<file path="src/hdl/dbm_pkg.sv">
`default_nettype none

package dbm_pkg;

  // Field widths fixed by the interface
  localparam int LEN_W  = 16;
  localparam int TIME_W = 24;

  // Default width of the elapsed tick counters
  localparam int TIME_BITS_DEFAULT = 24;

  // Configuration register indexes
  localparam int CFG_INDEX_W = 2;
  localparam logic [CFG_INDEX_W-1:0] REG_DEBOUNCE_LENGTH = 2'd0;
  localparam logic [CFG_INDEX_W-1:0] REG_ACTIVE_LEVEL    = 2'd1;
  localparam logic [CFG_INDEX_W-1:0] REG_HIGH_LIMIT      = 2'd2;
  localparam logic [CFG_INDEX_W-1:0] REG_LOW_LIMIT       = 2'd3;

  // Reset values of the configuration registers
  localparam logic [LEN_W-1:0]  DEBOUNCE_LENGTH_RESET = 16'd8;
  localparam logic              ACTIVE_LEVEL_RESET    = 1'b0;
  localparam logic [TIME_W-1:0] LIMIT_RESET           = '0;

  // One sample tick as held in the input register
  typedef struct packed {
    logic pin_level;
    logic ack_rise;
    logic ack_fall;
    logic ack_any;
    logic ack_high_long;
    logic ack_low_long;
    logic ignore_next_rise;
    logic ignore_next_fall;
  } item_t;

  // Level change decided by the debouncer for the current tick
  typedef struct packed {
    logic rise;
    logic fall;
    logic level;
  } edge_t;

  // One result item
  typedef struct packed {
    logic              debounced_level;
    logic              rise_flag;
    logic              fall_flag;
    logic              edge_flag;
    logic              high_long;
    logic              low_long;
    logic [TIME_W-1:0] high_time;
    logic [TIME_W-1:0] low_time;
  } result_t;

endpackage

`default_nettype wire

</file>
<file path="src/hdl/dbm_debounce.sv">
`default_nettype none

module dbm_debounce
  import dbm_pkg::*;
(
  input  wire logic             clk,
  input  wire logic             rst,
  input  wire logic             advance,
  input  wire logic             pin_level,
  input  wire logic             active_level,
  input  wire logic [LEN_W-1:0] debounce_length,
  output edge_t                 edge_info
);

  logic [LEN_W-1:0] integrator;
  logic [LEN_W-1:0] integrator_next;
  logic             level;
  logic [LEN_W-1:0] len;

  // A length of zero behaves as a length of one.
  assign len = (debounce_length == '0) ? LEN_W'(1) : debounce_length;

  always_comb begin
    integrator_next = integrator;
    if (pin_level == active_level) begin
      if (integrator < len) integrator_next = integrator + LEN_W'(1);
    end else begin
      if (integrator != '0) integrator_next = integrator - LEN_W'(1);
    end
  end

  always_comb begin
    edge_info.rise  = !level && (integrator_next >= len);
    edge_info.fall  = level && (integrator_next == '0);
    edge_info.level = edge_info.rise ? 1'b1 : (edge_info.fall ? 1'b0 : level);
  end

  always_ff @(posedge clk) begin
    if (rst) begin
      integrator <= '0;
      level      <= 1'b0;
    end else if (advance) begin
      integrator <= integrator_next;
      level      <= edge_info.level;
    end
  end

endmodule

`default_nettype wire

</file>
<file path="src/hdl/dbm_events.sv">
`default_nettype none

module dbm_events
  import dbm_pkg::*;
#(
  parameter int TIME_BITS = TIME_BITS_DEFAULT
) (
  input  wire logic              clk,
  input  wire logic              rst,
  input  wire logic              advance,
  input  wire item_t             item,
  input  wire edge_t             edge_info,
  input  wire logic [TIME_W-1:0] high_limit,
  input  wire logic [TIME_W-1:0] low_limit,
  output result_t                result
);

  // Common width for comparing counters against the 24-bit fields
  localparam int CW = (TIME_BITS > TIME_W) ? TIME_BITS : TIME_W;
  localparam logic [TIME_BITS-1:0] TIME_MAX = '1;
  localparam logic [CW-1:0] FIELD_MAX = CW'({TIME_W{1'b1}});

  logic rise_pending, fall_pending, edge_pending;
  logic skip_rise, skip_fall, high_armed, low_armed;
  logic [TIME_BITS-1:0] high_elapsed, low_elapsed;

  logic rise_pending_next, fall_pending_next, edge_pending_next;
  logic skip_rise_next, skip_fall_next, high_armed_next, low_armed_next;
  logic [TIME_BITS-1:0] high_elapsed_next, low_elapsed_next;
  logic [CW-1:0] high_ext, low_ext;
  logic hl, ll;

  always_comb begin
    rise_pending_next = rise_pending;
    fall_pending_next = fall_pending;
    edge_pending_next = edge_pending;
    skip_rise_next    = skip_rise | item.ignore_next_rise;
    skip_fall_next    = skip_fall | item.ignore_next_fall;
    high_armed_next   = high_armed;
    low_armed_next    = low_armed;
    high_elapsed_next = high_elapsed;
    low_elapsed_next  = low_elapsed;

    if (edge_info.rise) begin
      if (skip_rise_next) skip_rise_next = 1'b0;
      else rise_pending_next = 1'b1;
      edge_pending_next = 1'b1;
      high_elapsed_next = '0;
      high_armed_next   = 1'b1;
      low_armed_next    = 1'b0;
    end else if (edge_info.fall) begin
      if (skip_fall_next) skip_fall_next = 1'b0;
      else fall_pending_next = 1'b1;
      edge_pending_next = 1'b1;
      low_elapsed_next  = '0;
      low_armed_next    = 1'b1;
      high_armed_next   = 1'b0;
    end else if (edge_info.level) begin
      if (high_elapsed != TIME_MAX) high_elapsed_next = high_elapsed + TIME_BITS'(1);
    end else begin
      if (low_elapsed != TIME_MAX) low_elapsed_next = low_elapsed + TIME_BITS'(1);
    end
  end

  assign high_ext = CW'(high_elapsed_next);
  assign low_ext  = CW'(low_elapsed_next);

  assign hl = high_armed_next && edge_info.level && (high_ext >= CW'(high_limit));
  assign ll = low_armed_next && !edge_info.level && (low_ext >= CW'(low_limit));

  always_comb begin
    result.debounced_level = edge_info.level;
    result.rise_flag       = rise_pending_next && !skip_rise_next;
    result.fall_flag       = fall_pending_next && !skip_fall_next;
    result.edge_flag       = edge_pending_next;
    result.high_long       = hl;
    result.low_long        = ll;
    result.high_time       = '0;
    result.low_time        = '0;
    if (edge_info.level) begin
      result.high_time = (high_ext > FIELD_MAX) ? {TIME_W{1'b1}} : high_ext[TIME_W-1:0];
    end else begin
      result.low_time = (low_ext > FIELD_MAX) ? {TIME_W{1'b1}} : low_ext[TIME_W-1:0];
    end
  end

  always_ff @(posedge clk) begin
    if (rst) begin
      rise_pending <= 1'b0;
      fall_pending <= 1'b0;
      edge_pending <= 1'b0;
      skip_rise    <= 1'b0;
      skip_fall    <= 1'b0;
      high_armed   <= 1'b0;
      low_armed    <= 1'b0;
      high_elapsed <= '0;
      low_elapsed  <= '0;
    end else if (advance) begin
      // Acknowledges act after the result of this tick has been formed.
      rise_pending <= rise_pending_next & ~item.ack_rise;
      fall_pending <= fall_pending_next & ~item.ack_fall;
      edge_pending <= edge_pending_next & ~item.ack_any;
      skip_rise    <= skip_rise_next;
      skip_fall    <= skip_fall_next;
      high_armed   <= high_armed_next & ~(item.ack_high_long & hl);
      low_armed    <= low_armed_next & ~(item.ack_low_long & ll);
      high_elapsed <= high_elapsed_next;
      low_elapsed  <= low_elapsed_next;
    end
  end

endmodule

`default_nettype wire

</file>
<file path="src/hdl/debounce_edge_long_press_monitor.sv">
// Debounce, edge and long-press monitor.
// Each transfer on the input channel (in_valid, in_stall) is one sample tick:
// the raw pin level plus acknowledge and ignore bits. Each tick yields exactly
// one transfer on the output channel (out_valid, out_stall) carrying the
// debounced level, the sticky edge flags, the long-high and long-low flags
// and the duration in ticks of the current high or low level.
// The tick is captured in an input register; the monitor state is then updated
// and the result register loaded as the tick moves on.
// Throughput is one tick per cycle while the receiver does not stall.
// When the receiver stalls, the result register holds its transfer and the
// input register can still take one more tick; in_stall rises only once both
// are occupied. Configuration is written through cfg_we, cfg_index and
// cfg_data; the block relies on the user to do so only while no tick is in
// flight. A synchronous reset clears all monitor state and empties both
// registers; the configuration returns to a debounce length of 8, active
// level 0 and both limits at zero.

`default_nettype none

module debounce_edge_long_press_monitor
  import dbm_pkg::*;
#(
  parameter int TIME_BITS = TIME_BITS_DEFAULT
) (
  input  wire logic                   clk,
  input  wire logic                   rst,

  input  wire logic                   cfg_we,
  input  wire logic [CFG_INDEX_W-1:0] cfg_index,
  input  wire logic [TIME_W-1:0]      cfg_data,

  input  wire logic                   in_valid,
  output logic                        in_stall,
  input  wire logic                   pin_level,
  input  wire logic                   ack_rise,
  input  wire logic                   ack_fall,
  input  wire logic                   ack_any,
  input  wire logic                   ack_high_long,
  input  wire logic                   ack_low_long,
  input  wire logic                   ignore_next_rise,
  input  wire logic                   ignore_next_fall,

  output logic                        out_valid,
  input  wire logic                   out_stall,
  output logic                        debounced_level,
  output logic                        rise_flag,
  output logic                        fall_flag,
  output logic                        edge_flag,
  output logic                        high_long,
  output logic                        low_long,
  output logic [TIME_W-1:0]           high_time,
  output logic [TIME_W-1:0]           low_time
);

  // Configuration registers.
  logic [LEN_W-1:0]  debounce_length;
  logic              active_level;
  logic [TIME_W-1:0] high_limit;
  logic [TIME_W-1:0] low_limit;

  always_ff @(posedge clk) begin
    if (rst) begin
      debounce_length <= DEBOUNCE_LENGTH_RESET;
      active_level    <= ACTIVE_LEVEL_RESET;
      high_limit      <= LIMIT_RESET;
      low_limit       <= LIMIT_RESET;
    end else if (cfg_we) begin
      unique case (cfg_index)
        REG_DEBOUNCE_LENGTH: debounce_length <= cfg_data[LEN_W-1:0];
        REG_ACTIVE_LEVEL:    active_level    <= cfg_data[0];
        REG_HIGH_LIMIT:      high_limit      <= cfg_data;
        REG_LOW_LIMIT:       low_limit       <= cfg_data;
        default: ;
      endcase
    end
  end

  // Input register. A tick moves on whenever the result register is free
  // or is being emptied in the same cycle.
  item_t   item;
  logic    item_valid;
  logic    advance;
  logic    in_accept;
  result_t result;

  assign advance   = item_valid && (!out_valid || !out_stall);
  assign in_stall  = item_valid && !advance;
  assign in_accept = in_valid && !in_stall;

  always_ff @(posedge clk) begin
    if (rst) begin
      item_valid <= 1'b0;
    end else if (in_accept) begin
      item_valid <= 1'b1;
    end else if (advance) begin
      item_valid <= 1'b0;
    end
  end

  always_ff @(posedge clk) begin
    if (in_accept) begin
      item.pin_level        <= pin_level;
      item.ack_rise         <= ack_rise;
      item.ack_fall         <= ack_fall;
      item.ack_any          <= ack_any;
      item.ack_high_long    <= ack_high_long;
      item.ack_low_long     <= ack_low_long;
      item.ignore_next_rise <= ignore_next_rise;
      item.ignore_next_fall <= ignore_next_fall;
    end
  end

  // Integrator and debounced level; reports the edge of this tick, if any.
  edge_t edge_info;

  dbm_debounce u_debounce (
    .clk             (clk),
    .rst             (rst),
    .advance         (advance),
    .pin_level       (item.pin_level),
    .active_level    (active_level),
    .debounce_length (debounce_length),
    .edge_info       (edge_info)
  );

  // Sticky flags, ignore requests, duration counters and long-press flags.
  dbm_events #(
    .TIME_BITS (TIME_BITS)
  ) u_events (
    .clk        (clk),
    .rst        (rst),
    .advance    (advance),
    .item       (item),
    .edge_info  (edge_info),
    .high_limit (high_limit),
    .low_limit  (low_limit),
    .result     (result)
  );

  // Result register. It holds a stalled transfer until the receiver takes it.
  result_t result_q;

  always_ff @(posedge clk) begin
    if (rst) begin
      out_valid <= 1'b0;
    end else if (advance) begin
      out_valid <= 1'b1;
    end else if (!out_stall) begin
      out_valid <= 1'b0;
    end
  end

  always_ff @(posedge clk) begin
    if (advance) result_q <= result;
  end

  assign debounced_level = result_q.debounced_level;
  assign rise_flag       = result_q.rise_flag;
  assign fall_flag       = result_q.fall_flag;
  assign edge_flag       = result_q.edge_flag;
  assign high_long       = result_q.high_long;
  assign low_long        = result_q.low_long;
  assign high_time       = result_q.high_time;
  assign low_time        = result_q.low_time;

endmodule

`default_nettype wire
</file>
<file path="config.mk">
export PLATFORM = sky130hd
export DESIGN_NAME = debounce_edge_long_press_monitor
export DESIGN_NICKNAME = d
export VERILOG_FILES = /design/src/hdl/dbm_pkg.sv /design/src/hdl/dbm_debounce.sv /design/src/hdl/dbm_events.sv /design/src/hdl/debounce_edge_long_press_monitor.sv
export SDC_FILE = /design/constraint.sdc
export NUM_CORES = 1
export LEC_CHECK = 0
export ABC_AREA = 1
export BUFFER_PORTS_ARGS = -buffer_cell sky130_fd_sc_hd__buf_2
export CELL_PAD_IN_SITES_DETAIL_PLACEMENT = 0
export CELL_PAD_IN_SITES_GLOBAL_PLACEMENT = 1
export CORE_AREA = 3 3 184 150
export DETAILED_ROUTE_END_ITERATION = 6
export DIE_AREA = 0 0 187 153
export GPL_ROUTABILITY_DRIVEN = 0
export HOLD_SLACK_MARGIN = 0.06
export PLACE_DENSITY = 0.91
export RECOVER_POWER = 25
export SLEW_MARGIN = 20
export SYNTH_ARGS = -nofsm -noshare
export SYNTH_HDL_FRONTEND = slang
export SYNTH_SLANG_ARGS = --single-unit
</file>
<file path="constraint.sdc">
create_clock -name clk -period 11.2 [get_ports clk]
set_input_delay 0.56 -clock clk [delete_from_list [all_inputs] [get_ports clk]]
set_output_delay 0.56 -clock clk [all_outputs]
set_load 0.01 [all_outputs]
</file>
== Word level (Yosys, flattened, before mapping) ==
Cells that the tools add are included.

* Register bits after elaboration: 201
* Logic and storage cells: 127
* Output and inout port bits: 56

* Muxes and demuxes: 34
* Bitwise operators: 14
* Order comparisons: 6
* Add/subtract/negate cells: 4
* Reductions and logical operators: 29
* Equality and inequality tests: 7

{| class="wikitable"
|+ Operators with widths
! kind !! count
|-
| $mux W24 || 10
|-
| $mux W16 || 4
|-
| $add A24 B1 Y24 const B || 2
|-
| $ge A24 B24 Y1 || 2
|-
| $gt A24 B24 Y1 const B || 2
|-
| $ne A24 B24 Y1 const B || 2
|-
| $logic_not A16 Y1 || 2
|-
| $mux W1 || 20
|-
| $add A16 B1 Y16 const B || 1
|-
| $ge A16 B16 Y1 || 1
|-
| $lt A16 B16 Y1 || 1
|-
| $reduce_bool A16 Y1 || 1
|-
| $sub A16 B1 Y16 const B || 1
|-
| $logic_and A1 B1 Y1 || 11
|-
| $logic_not A1 Y1 || 8
|-
| $reduce_and A2 Y1 || 4
|-
| $and A1 B1 Y1 || 7
|-
| $not A1 Y1 || 5
|-
| $eq A2 B2 Y1 const B || 2
|-
| $eq A2 B1 Y1 const B || 1
|-
| $logic_not A2 Y1 || 1
|-
| $ne A2 B1 Y1 const B || 1
|-
| $or A1 B1 Y1 || 2
|-
| $reduce_bool A2 Y1 || 1
|-
| other kinds (2) || 2
|}

== Longest topological paths before layout ==
* Depth in word-level cells: 17
* Mapped depth: 45
* Mapped depth without buffers: 44

== Hierarchy ==
A second synthesis with hierarchy kept.

* Cell total of the unflattened synthesis: 1811
* Area total of the unflattened synthesis: 12633.4 um^2

{| class="wikitable"
|+ By module, submodules not included
! module !! times used !! area each (um^2) !! cells each !! seq. area each (um^2)
|-
| dbm_events || 1 || 5418.9 || 894 || 1101.1
|-
| debounce_edge_long_press_monitor || 1 || 4675.7 || 495 || 3203.1
|-
| dbm_debounce || 1 || 2538.7 || 422 || 340.3
|}

== Least setup slack after synthesis ==
No wires, ideal clock.

* Kind: flip-flop to flip-flop
* Start: register debounce_length[13]
* End: register result_q (netlist bit high_long) (data pin)
* Arrival: 4.752 ns
* Setup slack: 6.187 ns
* Data required time: 10.939 ns
* Path buffers: 3
* Clock period less this slack: 5.013 ns
* Cell stages (with the launch flop): 40
* Cell sequence: dfxtp_1 inv_1 ha_1 a21oi_1 nor2_1 nor3b_1 and2_1 buf_4 inv_2 nor2_4 nand2_1 nor3_2 nand2_1 nand2_1 nand3_1 nand2_1 inv_1 ha_1 [... 4 more ...] nand3_1 nand3_1 nor2_1 clkinv_1 clkbuf_1 clkbuf_1 nand3b_1 nand3_1 inv_1 ha_1 a21oi_1 nor2_1 a211oi_1 o221ai_1 nand2_1 nand3_1 a31oi_1 nor3b_1

{| class="wikitable"
|+ RTL lines
! item !! RTL line !! source
|-
| start: declaration || debounce_edge_long_press_monitor.sv:56 || <nowiki>logic [LEN_W-1:0] debounce_length;</nowiki>
|-
| start signal: assignment || debounce_edge_long_press_monitor.sv:69 || <nowiki>REG_DEBOUNCE_LENGTH: debounce_length <= cfg_data[LEN_W-1:0];</nowiki>
|-
| end signal: assignment || debounce_edge_long_press_monitor.sv:154 || <nowiki>if (advance) result_q <= result;</nowiki>
|-
| end: declaration || debounce_edge_long_press_monitor.sv:141 || <nowiki>result_t result_q;</nowiki>
|}

== Worst setup path after layout ==
* Start: register u_debounce.integrator[13]
* End: register u_events.high_armed

* Cells in the longest elaborated chain, start to end: 15
* Elaborated cells on any way between the ends: 24
* Classes of those cells: add/sub (2); order compare (3); mux (10); bitwise (3); reduce/logical (6)

{| class="wikitable"
|+ RTL lines
! item !! RTL line !! source
|-
| start: declaration || dbm_debounce.sv:15 || <nowiki>logic [LEN_W-1:0] integrator;</nowiki>
|-
| start signal: assignment || dbm_debounce.sv:43 || <nowiki>integrator <= integrator_next;</nowiki>
|-
| $lt A16 B16 Y1 / $reduce_bool A16 Y1 (equally long branches) || dbm_debounce.sv:26, dbm_debounce.sv:28 ||
|-
| $mux W16 (on tied branches) || dbm_debounce.sv:26, dbm_debounce.sv:28 ||
|-
| $mux W16 (*) || dbm_debounce.sv:25 || <nowiki>if (pin_level == active_level) begin</nowiki>
|-
| via u_debounce.integrator_next[9] || dbm_debounce.sv:16 || <nowiki>logic [LEN_W-1:0] integrator_next;</nowiki>
|-
| branches (longest 6 deep; another with $ge A16 B16 Y1) || n/a ||
|-
| $mux W24 (*) || dbm_events.sv:44 || <nowiki>if (edge_info.rise) begin</nowiki>
|-
| via u_events.high_elapsed_next[23] || dbm_events.sv:29 || <nowiki>logic [TIME_BITS-1:0] high_elapsed_next, low_elapsed_next;</nowiki>
|-
| $ge A24 B24 Y1 (*) || dbm_events.sv:68 || <nowiki>assign hl = high_armed_next && edge_info.level && (high_ext >= CW'(high_limit));</nowiki>
|-
| $logic_and A1 B1 Y1 (*) || dbm_events.sv:68 ||
|-
| $and A1 B1 Y1 (*) || dbm_events.sv:105 || <nowiki>high_armed <= high_armed_next & ~(item.ack_high_long & hl);</nowiki>
|-
| $not A1 Y1 (*) || dbm_events.sv:105 ||
|-
| $and A1 B1 Y1 (*) || dbm_events.sv:105 ||
|-
| end signal: assignment || dbm_events.sv:105 ||
|-
| end: declaration || dbm_events.sv:24 || <nowiki>logic skip_rise, skip_fall, high_armed, low_armed;</nowiki>
|}

Mark *: on every way through the listed nets, which the timed path passes.
A chain may end at the register's enable or synchronous reset.

==> reports/metrics.csv <==
stage,metric,value,unit
placement,DP Area,13000,um2
finish,number of fill cells,2546,
placement,Placed Cells,2091,
grt,largest net degree at the start of global routing,123,
drt,routed vias,11400,
yosys,Seq cells post-synth,201,
yosys,yosys warns,0,
drt,met3 WL,2770,um
sta,headroom to the max-slew limit,-0.617,
yosys,"top cells by area, synth","dfxtp_1 (22%), edfxtp_1 (15%), nand2_1 (8.7%)",
finish,post-route cell area,13700,um2
yosys,Netlist Area Pre-Place,12400,um2
worst_hold_path,Worst Min Path Start,ack_rise,
clocking,hold_buf cts,0,
yosys,post-synthesis mux area share,0,
yosys,post-synthesis adder-cell area fraction,0.0838,
sta,slew at the pin with the worst max-slew slack,2.43,ns
worst_setup_path,"most used cell, CP",nand2_1,
worst_setup_path,reg-to-reg endpoint,u_events.high_armed,
grt,number of global-route vias before repair,10300,
worst_setup_path,critical path type,flip-flop to flip-flop,
sta,"Hold Vio Cnt, Final",0,
drt,Routed WL per cell,16.0,um
worst_setup_path,CP required,11.57,ns
floorplanning,num ports,95,
floorplanning,Starting Density,0.476,
drt,wl on met1,16600,um
yosys,post-synthesis xor/xnor area fraction,0.0239,
yosys,Mapped Nets,1828,
grt,first-pass GRT wire length,54800,um
grt,gr ovfl total,0,
floorplanning,die height,153,um
worst_setup_path,Critical Path Start Type,flip-flop,
sta,Max Transition Viols Final,125,
yosys,Most used DFF post-synth,dfxtp_1,
yosys,largest family of logic cells by synthesized area,simple AND/OR/NAND/NOR gates,
clocking,CTS tree,done,
yosys,Compound-Gate Fraction of Synth Area,0.150,
worst_setup_path,CP max FO,68,
clocking,Post-CTS Setup Inserts,0,
worst_setup_path,CP endpoint kind,flip-flop,
worst_setup_path,WP buf/inv,6,
drt,top routing layer in use,met4,
floorplanning,Chip Width,187,um
clocking,post-CTS sizing,0,
placement,DP Wirelength,24700,um
sta,RSZ-0062 raised after global routing,no,
sta,Tcrit/Tclk final,0.638,
grt,Total GRT Usage,0.231,
worst_setup_path,"slowest stage delay, CP",0.63,ns
sta,setup TNS,0,ns
finish,share of cells above drive strength 1,0.0952,
job,max-cap check violation count,2,
drt,initial drt markers,966,
clocking,H-Tree Depth,1,
floorplanning,FP Rows,53,
worst_hold_path,hold endpoint,item[6],
finish,area delta synth->final,10.4,%
sta,post-layout minimum cycle time,7.15,ns
worst_setup_path,R2R Path Start,u_debounce.integrator[13],
status,failing checks,"max-capacitance violations, max-slew violations",
clocking,clock root cell,clkbuf_16,
clocking,clock sink count,201,
finish,"leading cell types in the layout, fill and taps excluded","nand2_1 (287), inv_1 (245), a21oi_1 (187)",
placement,Port Buffers,94,
worst_setup_path,critical path's slowest cell,buf_4,
drt,met2 WL post-DR,14000,um
yosys,"area leader, netlist",dfxtp_1,
yosys,"Seq/Total Area, Yosys",0.375,
drt,Avg Vias per Cell,5.33,
clocking,Worst-path clk slew,0.06,ns
status,status,"finished, violations left",
drt,Post-DRT Antenna Nets,0,
worst_setup_path,arrival time at the worst endpoint,7.52,ns
grt,initial antenna violation count,1,
sta,"Worst Setup Slack, final",4.05,ns
yosys,Mean Syn Cell Area,7.27,um2
finish,Register Area,4640,um2
yosys,Synth top area share,0.224,
worst_setup_path,FF-to-FF path depth,35,
finish,fin nets,1882,
clocking,Num CTS Buffers,23,
yosys,post-synthesis simple-gate area fraction,0.254,
clocking,worst skew pair latency,0.52,ns
finish,n_diodes,0,
worst_hold_path,Hold/Removal Path Class,input port to flip-flop,
placement,setup slack at placement,4.20,ns
finish,fin cells,2133,
worst_setup_path,r2r setup slk,4.05,ns
floorplanning,die area,28600,um2
worst_setup_path,kind of cell adding the most delay to the critical path,simple AND/OR/NAND/NOR gates,
sta,f_max,140,MHz
yosys,Post-synth EDFFs,62,
yosys,fraction of registers with async set or reset after synthesis,0,
worst_hold_path,hold depth,1,
drt,drt total wl,34200,um
finish,"commonest non-fill, non-tap cell in the layout",nand2_1,
power,worst vdd ir,0.173,mV
sta,skew final,0.0157,ns
yosys,Cells after Synth,1706,
drt,Initial DRT Pass Iterations,5,
power,pwr/cell area,193,nW/um2
drt,Residual DRC,0,
clocking,maximum root-to-sink buffer count,3,
sta,# setup viols final,0,
floorplanning,Core Box Area,26100,um2
yosys,number of library cell types mapped by synthesis,45,
finish,area of the multi-input gates,6350,um2
power,Pleak,6.22,nW
==> flip-flops by register name, summed over array words and instances, names as in the netlist, 8 cells and up <==
name and flops:
high_limit 24, high_time 24, u_events.low_elapsed 24, item 8, u_debounce.integrator 16, u_events.high_elapsed 24, low_time 24, debounce_length 16
low_limit 24
==> cell usage after synthesis (19+ instances only) <==
master    count
nand2_1     287
nand3_2      19
edfxtp_1     62
clkbuf_1     52
inv_1       246
nand4_1      20
nand3_1     114
o21ai_0     153
xor2_1       28
ha_1         83
dfxtp_1     139
inv_2        29
nor2_1      129
a21oi_1     187
nand3b_1     26
nor3_1       45
==> power breakdown <==
part | internal (mW) | leakage [nW] | switching [mW]
Clock | 0.422 | 0.351 | 0.301
Sequential | 0.838 | 1.73 | 0.0439
Combinational | 0.347 | 4.14 | 0.687
==> metal layers <==
metal	up-vias	GRT usage
met5	-	0
met2	346	0.335
met3	56	0.0438
met1	5222	0.354
li1	5740	-
met4	0	0.0551
==> final cells by class <==
| cell class | count | share of cell area |
|---|---|---|
| clock buffer | 32 | 0.0467 |
| multi-input combinational | 1154 | 0.464 |
| inverter | 276 | 0.0757 |
| timing repair buffer | 104 | 0.0356 |
| clock inverter | 9 | 0.00576 |
| tap | 357 | 0.0326 |
| sequential | 201 | 0.339 |
==> worst register-to-register path, delay by kind of cell (launching register included) <==
| kind | cells | cell delay [ns] |
|---|---|---|
| AND/OR/NAND/NOR | 19 | 3.33 |
| buffers and inverters | 6 | 1.26 |
| AO/OA/AOI/OAI | 7 | 1.08 |
| adder cells (fa/ha/maj) | 3 | 0.88 |
| flip-flops | 1 | 0.44 |
==> worst max path at each step <==
| stage | from | end | slack (ns) | depth (start not counted) |
|---|---|---|---|---|
| floorplan | debounce_length[13] | high_long | 6.19 | 39 |
| CTS | u_debounce.integrator[13] | u_events.high_armed | 4.12 | 35 |
| detailed placement | u_debounce.integrator[13] | u_events.high_armed | 4.20 | 35 |
| global placement | u_debounce.integrator[13] | u_events.high_armed | 4.36 | 35 |
| global route | u_debounce.integrator[13] | u_events.high_armed | 3.32 | 35 |
| finish | u_debounce.integrator[13] | u_events.high_armed | 4.05 | 35 |
==> metrics by stage <==
step	utilization	total power, mW	hold WS (ns)
2_1_floorplan	-	1.66	0.417
3_3_place_gp	0.500	1.90	0.425
3_5_place_dp	0.500	1.92	0.437
4_1_cts	0.527	2.65	0.192
5_1_grt	0.525	2.83	0.203
6_report	0.525	2.64	0.217
==> cell families after synthesis <==
logic type,after synthesis
xor+xnor,33
flops,201
buf+inv,351
simple gates,677
fa+ha+maj,83
compound gates,361
Note: power is estimated with default switching activity, not from simulation.
